==> src/sv/pmp_pkg.sv <==
// Shared types, constants and helper functions of the polygon mass properties block.
package pmp_pkg;

    // Default depth of the point chain.
    localparam int MAX_POINTS_DEF = 16;

    // Width of the wide accumulators, divider operands and products.
    localparam int ACC_W = 176;
    // Width of the multiplier operand that is scanned one bit a cycle.
    localparam int MUL_B_W = 72;

    // Rod divisors for one point (about a given centre) and two points (about the midpoint).
    localparam int ROD_END_DIV = 3;
    localparam int ROD_MID_DIV = 12;

    // Angular classes of a point around the mean.
    localparam logic [1:0] CLS_LOW  = 2'd0;
    localparam logic [1:0] CLS_POSX = 2'd1;
    localparam logic [1:0] CLS_HIGH = 2'd2;
    localparam logic [1:0] CLS_NEGX = 2'd3;

    typedef struct packed {
        logic signed [31:0] point_x;
        logic signed [31:0] point_y;
        logic signed [31:0] mass_value;
        logic signed [31:0] given_centre_x;
        logic signed [31:0] given_centre_y;
        logic               last_point;
    } t_in_word;

    typedef struct packed {
        logic signed [31:0] centre_x;
        logic signed [31:0] centre_y;
        logic [62:0]        moment_of_inertia;
        logic [31:0]        mass_out;
        logic               error_flag;
    } t_out_word;

    typedef enum logic [2:0] {
        CELL_HOLD,
        CELL_LOAD,
        CELL_ROT,
        CELL_RANK,
        CELL_SWAP
    } t_cell_op;

    typedef struct packed {
        t_cell_op op;
        logic     phase;
    } t_cell_ctl;

    typedef enum logic [3:0] {
        ST_IDLE,
        ST_RANK_CUR,
        ST_RANK_CMP,
        ST_RANK_WR,
        ST_RANK_NXT,
        ST_SORT,
        ST_PASS_A,
        ST_DIV_CX,
        ST_DIV_CY,
        ST_PASS_B,
        ST_SQ,
        ST_NUM,
        ST_DIV_I,
        ST_DONE
    } t_state;

    // Class of a point from the signs of its offset from the mean.
    function automatic logic [1:0] angle_class(input logic yneg, input logic yzero,
                                               input logic xneg);
        logic [1:0] c;
        if (yneg) begin
            c = CLS_LOW;
        end else if (yzero && !xneg) begin
            c = CLS_POSX;
        end else if (!yzero) begin
            c = CLS_HIGH;
        end else begin
            c = CLS_NEGX;
        end
        return c;
    endfunction

    // Saturate a wide signed value to 32 bits.
    function automatic logic signed [31:0] sat32(input logic signed [ACC_W-1:0] v);
        logic signed [31:0] r;
        if (v > ACC_W'(64'sd2147483647)) begin
            r = 32'sh7FFF_FFFF;
        end else if (v < ACC_W'(-64'sd2147483648)) begin
            r = 32'sh8000_0000;
        end else begin
            r = v[31:0];
        end
        return r;
    endfunction

    // Clamp a wide signed value to the unsigned 63-bit range.
    function automatic logic [62:0] sat63(input logic signed [ACC_W-1:0] v);
        logic [62:0] r;
        if (v[ACC_W-1]) begin
            r = '0;
        end else if (v[ACC_W-2:63] != '0) begin
            r = '1;
        end else begin
            r = v[62:0];
        end
        return r;
    endfunction

endpackage

==> src/sv/pmp_cell.sv <==
// One cell of the point chain: holds a point, its load index and its angular rank.
module pmp_cell #(
    parameter int K          = 0,
    parameter int MAX_POINTS = pmp_pkg::MAX_POINTS_DEF
) (
    input  logic                                         i_clk,
    input  pmp_pkg::t_cell_ctl                           i_ctl,
    input  logic [$clog2(MAX_POINTS+1)-1:0]              i_n,
    input  logic [$clog2(MAX_POINTS+1)-1:0]              i_wr_idx,
    input  logic [63:0]                                  i_ld_point,
    input  logic [$clog2(MAX_POINTS)-1:0]                i_rank,
    input  logic [64+2*$clog2(MAX_POINTS)-1:0]           i_left,
    input  logic [64+2*$clog2(MAX_POINTS)-1:0]           i_right,
    input  logic [64+2*$clog2(MAX_POINTS)-1:0]           i_head,
    output logic [64+2*$clog2(MAX_POINTS)-1:0]           o_val
);
    localparam int IDX_W  = $clog2(MAX_POINTS);
    localparam int CNT_W  = $clog2(MAX_POINTS + 1);
    localparam int CELL_W = 64 + 2 * IDX_W;
    localparam int RK_LO  = 64 + IDX_W;

    logic [CELL_W-1:0] r_val;
    logic [IDX_W-1:0]  own_rank;
    logic [IDX_W-1:0]  left_rank;
    logic [IDX_W-1:0]  right_rank;
    logic              is_lower;
    logic              is_upper;

    assign own_rank   = r_val[RK_LO +: IDX_W];
    assign left_rank  = i_left[RK_LO +: IDX_W];
    assign right_rank = i_right[RK_LO +: IDX_W];

    // Pair roles for the current odd-even transposition phase.
    assign is_lower = ((K % 2) == int'(i_ctl.phase)) && (CNT_W'(K + 1) < i_n);
    assign is_upper = (K >= 1) && (((K + 1) % 2) == int'(i_ctl.phase))
                      && (CNT_W'(K) < i_n);

    // Cell update.
    always_ff @(posedge i_clk) begin
        case (i_ctl.op)
            pmp_pkg::CELL_LOAD: begin
                if (i_wr_idx == CNT_W'(K)) begin
                    r_val <= {IDX_W'(0), IDX_W'(K), i_ld_point};
                end
            end
            pmp_pkg::CELL_ROT: begin
                if (CNT_W'(K + 1) == i_n) begin
                    r_val <= i_head;
                end else if (CNT_W'(K) < i_n) begin
                    r_val <= i_right;
                end
            end
            pmp_pkg::CELL_RANK: begin
                if (K == 0) begin
                    r_val[RK_LO +: IDX_W] <= i_rank;
                end
            end
            pmp_pkg::CELL_SWAP: begin
                if (is_lower && (own_rank > right_rank)) begin
                    r_val <= i_right;
                end else if (is_upper && (left_rank > own_rank)) begin
                    r_val <= i_left;
                end
            end
            default: begin
                r_val <= r_val;
            end
        endcase
    end

    assign o_val = r_val;

endmodule

==> config.mk <==
export PLATFORM = sky130hd
export DESIGN_NAME = pmp_cell
export DESIGN_NICKNAME = d
export VERILOG_FILES = /design/src/sv/pmp_pkg.sv /design/src/sv/pmp_cell.sv
export SDC_FILE = /design/constraint.sdc
export NUM_CORES = 1
export LEC_CHECK = 0
export CAP_MARGIN = 20
export CORE_AREA = 5 5 141 143
export CTS_CLUSTER_SIZE = 8
export DETAILED_ROUTE_END_ITERATION = 6
export DIE_AREA = 0 0 146 148
export DONT_BUFFER_PORTS = 1
export PLACE_DENSITY = 0.41
export SYNTH_ARGS = -nofsm -noshare
export SYNTH_HDL_FRONTEND = slang
export SYNTH_SLANG_ARGS = --single-unit
==> constraint.sdc <==
create_clock -name i_clk -period 8.3 [get_ports i_clk]
set_input_delay 0.415 -clock i_clk [delete_from_list [all_inputs] [get_ports i_clk]]
set_output_delay 0.415 -clock i_clk [all_outputs]
set_load 0.1 [all_outputs]
Yosys cells after proc, flatten, opt, wreduce, memory -nomap -nowiden
Cells that the tools add are included.
{"block": "totals", "out_inout_bits": 72, "register_bits": 72}
{"block": "classes", "bitwise": 1, "reduce_logical": 7, "muxes": 6, "n_eq_ne": 8, "n_lt_le_gt_ge": 3}
{"operator": "two-way mux 72 bit", "count": 4}
{"operator": "case mux 68 bit (3 select lines)", "count": 1}
{"operator": "case mux 4 bit (4 select lines)", "count": 1}
{"operator": "less-than comparator 1 x 5 -> 1 bit, first input constant", "count": 2}
{"operator": "AND reduction 4 bit", "count": 2}
{"operator": "== test 3 x 2 -> 1 bit, second input constant", "count": 2}
{"operator": "== test 1 x 5 -> 1 bit, first input constant", "count": 1}
{"operator": "zero test 5 bit", "count": 1}
{"operator": "greater-than comparator 4 bit", "count": 1}
{"operator": "!= test 2 bit, second input constant", "count": 2}
{"operator": "nonzero test 4 bit", "count": 1}
{"operator": "== test 3 x 1 -> 1 bit, second input constant", "count": 1}
{"operator": "== test 3 bit, second input constant", "count": 1}
{"operator": "!= test 3 bit, second input constant", "count": 1}
{"operator": "nonzero test 3 bit", "count": 1}
{"operator": "logical AND 1 bit", "count": 2}
{"operator": "NOT 1 bit", "count": 1}

Logic depth before layout (Yosys ltp)
{"block": "depth", "ltp_word": 5, "depth_mapped": 6, "mapped_depth_nobuf": 5}

Least setup slack after synthesis
OpenSTA, ideal clock, no wires.
{"block": "synth_path", "path_type": "register to register", "start": "register r_val[71] (netlist: o_val[71])", "end": "register r_val[0] (netlist: o_val[0]), enable pin", "stages_incl_launch_ff": 5, "period_less_slack_ns": 5.388, "setup_time_ns": 0.518, "path_slack_ns": 2.912, "t_arrival_ns": 4.870, "cell_sequence": "edfxtp_1 > ha_1 > a41oi_1 > nand3_1 > o22ai_1"}
{"block": "synth_via", "elab_chain_cells": 4}
{"item": "start: declaration", "line_no": "pmp_cell.sv:22", "source": "logic [CELL_W-1:0] r_val;"}
{"item": "start signal: assignment", "line_no": "pmp_cell.sv:43", "source": "r_val <= {IDX_W'(0), IDX_W'(K), i_ld_point};"}
{"item": "start signal: assignment", "line_no": "pmp_cell.sv:48", "source": "r_val <= i_head;"}
{"item": "start signal: assignment", "line_no": "pmp_cell.sv:50", "source": "r_val <= i_right;"}
{"item": "greater-than comparator 4 bit", "line_no": "pmp_cell.sv:59", "source": "if (is_lower && (own_rank > right_rank)) begin"}
{"item": "logical AND 1 bit", "line_no": "pmp_cell.sv:59"}
{"item": "!= test 2 bit (no source line)"}
{"item": "AND reduction 4 bit (no source line)"}
Every way passes these cells.
A chain may end at the register's enable or synchronous reset.

Worst setup path in the final report
{"block": "layout_path", "start": "register r_val[68] (netlist: o_val[68])", "end": "register r_val[59] (netlist: o_val[59]), enable pin"}
Same word-level chain as after synthesis.

==> flow_summary.json <==
{
  "status": "completed",
  "hpwl_um": 9400,
  "synth_edf_count": 72,
  "post-route-period-util": 0.382,
  "grt_pass1_vias": 2932,
  "clk_pin_slew_worst_paths_ns": 0.06,
  "syn-mean-instance-area_sq_um": 13.1,
  "drive_gt1_frac": 0.0890,
  "synth_area_sq_um": 3800,
  "netlist_instances": 289,
  "cts_tree": "yes",
  "post_cts_buffers": 0,
  "multi_input_area_sq_um": 1490,
  "wirelength_um": 12400,
  "slew_headroom": 0.298,
  "fill_cells": 1926,
  "place_inst": 498,
  "fin_cells": 516,
  "clock_latency_ns": 0.33,
  "crit-reg2reg-launch": "o_val[68]",
  "die_height_um": 148,
  "post_synth_num_cell_types": 35,
  "initial_utilization": 0.206,
  "drc_errors": 0,
  "root_buffer": "clkbuf_16",
  "p_leak_uw": 0.00159,
  "reg2reg_slack_ns": 5.13,
  "cts_hold_buf": 0,
  "first_pass_iters": 4,
  "antenna_found_initial": 1,
  "critPathKind": "register to register",
  "crit_required_ns": 8.26,
  "setup_tns_ns": 0,
  "synthFlopType": "edfxtp_1",
  "powerDensity_nw_per_um2": 234,
  "antenna_left": 0,
  "hold_viol": 0,
  "cts_made_buffers": 9,
  "cts_sinks": 72,
  "row_count": 50,
  "io_buffers": 0,
  "die_x_um": 146,
  "drt_iter0_drc": 149,
  "max_cap_violations": 0,
  "max_freq_mhz": 315,
  "viasPerCell": 5.30,
  "die_area_sq_um": 21600,
  "cp_max_fo": 68,
  "syn_nets": 592,
  "largest_reg_flops": 72,
  "ys_warn_count": 0,
  "worstHoldStart": "i_head[67]",
  "hp-class": "input pin to register",
  "worstHoldPathCells": 1,
  "synth-seq-cells": 72,
  "grt_first_pass_wirelength_um": 17500,
  "gp_congestion": 0.760,
  "grt-ovfl-total": 0,
  "core-area_sq_um": 18500,
  "post_drt_wl_per_cell_um": 24.1,
  "worstMarginPinSlew_ns": 1.06,
  "clock_path_buffers": 2,
  "crit_arrival_ns": 3.13,
  "min_to": "o_val[67]",
  "grt_max_degree": 69,
  "drv_slew": 0,
  "area.growth.synth_to_final_pct": 13.6,
  "reg2regPathDepth": 6,
  "r2r-end": "o_val[59]",
  "cts_max_level": 3,
  "rsz0062_at_grt": "false",
  "skew_ns": 0.00764,
  "vias": 2733,
  "setup_viol": 0,
  "io_pins": 371,
  "critPathLaunchType": "register",
  "async_flop_share": 0,
  "period_needed_ns": 3.17,
  "seqCellArea_sq_um": 2160,
  "vdd.ir_drop.worst_mv": 0.0785,
  "nets": 579,
  "crit_path_end_kind": "register",
  "ys_seq_area_frac": 0.569,
  "grt_usage": 0.106,
  "cts_resized": 0
}
[metrics by stage]
step	utilization	area, sq um	power (uW)	hold WS (ns)	setup WS [ns]
after floorplan	-	3800	626	0.617	2.91
after global placement	0.217	4010	644	0.623	5.13
after detailed placement	0.217	4010	647	0.631	5.14
after CTS	0.232	4290	1030	0.272	5.12
after global routing	0.234	4310	1050	0.265	5.00
final	0.234	4310	1010	0.293	5.13
[cells in the final DEF, fill, tap and decap left out, types with 2 or more instances in the layout]
master / Yosys / final
clkbuf_1: 16 / 2
buf_4: 1 / 6
inv_1: 5 / 5
a32oi_1: 4 / 4
o2111ai_1: 4 / 4
clkinv_2: 0 / 2
and3_1: 64 / 64
a21oi_1: 2 / 2
nand2b_1: 5 / 5
clkinv_1: 0 / 2
ha_1: 4 / 4
nor2b_1: 2 / 2
o211ai_1: 4 / 4
a22o_1: 4 / 4
a221o_1: 64 / 64
clkbuf_16: 0 / 9
nand3_1: 5 / 5
edfxtp_1: 72 / 72
[critical path, cell delays in order, from the launching register on]
cell,delay (ns)
edfxtp_1,0.98
inv_1,0.11
ha_1,0.31
a41oi_1,0.24
nand3_1,0.17
o22ai_4,0.19
buf_4,0.68
[power by group]
group	internal, uW	switching [uW]
clock network	230	141
registers	428	125
logic	37.9	45.9
total	696	312
[metal layers]
layer | wire length (um) | vias up | part of all wire | track usage
met4 | 171 | 0 | 0.014 | 0.0334
met5 | 0 | - | 0 | 0
met3 | 1270 | 13 | 0.10 | 0.0564
met1 | 4380 | 1339 | 0.35 | 0.108
li1 | - | 1217 | - | -
met2 | 6600 | 164 | 0.53 | 0.187
[cells in the mapped netlist, drive strengths merged, types with 2 or more instances]
| master | number | area, sq um |
|---|---|---|
| buf | 15 | 90.1 |
| inv | 5 | 18.8 |
| o2111ai | 4 | 35.0 |
| o22ai | 2 | 12.5 |
| a21oi | 2 | 10.0 |
| nor2b | 2 | 12.5 |
| and3 | 64 | 400 |
| clkbuf | 16 | 60.1 |
| a221o | 64 | 641 |
| edfxtp | 72 | 2160 |
| a32oi | 4 | 35.0 |
| a22o | 4 | 35.0 |
| nand2b | 5 | 31.3 |
| o211ai | 4 | 30.0 |
| nand3 | 5 | 25.0 |
| ha | 4 | 50.1 |
[layout make-up]
type | instances | area share
Inverter | 5 | 0.00435
Timing Repair Buffer | 7 | 0.0151
Clock inverter | 5 | 0.0110
Antenna cell | 1 | 0.000580
Multi-Input combinational cell | 181 | 0.346
Sequential cell | 72 | 0.501
Clock buffer | 11 | 0.0540
Tap cell | 234 | 0.0679
[worst max-delay path by stage]
stage | start | to | slack (ns) | cells past startpoint
final | o_val[68] | o_val[59] | 5.13 | 6
after global routing | o_val[68] | o_val[42] | 5.00 | 6
after CTS | o_val[68] | o_val[42] | 5.12 | 6
after detailed placement | o_val[68] | o_val[45] | 5.14 | 6
after global placement | o_val[68] | o_val[41] | 5.13 | 6
after floorplan | o_val[71] | o_val[0] | 2.91 | 4
[cells by family after synthesis]
| family | share of synthesized area |
|---|---|
| buf+inv | 0.0445 |
| compound gates | 0.223 |
| simple gates | 0.148 |
| flops | 0.569 |
| xor+xnor | 0.00231 |
| fa+ha+maj | 0.0132 |
Power figures use the tool's default switching activity.
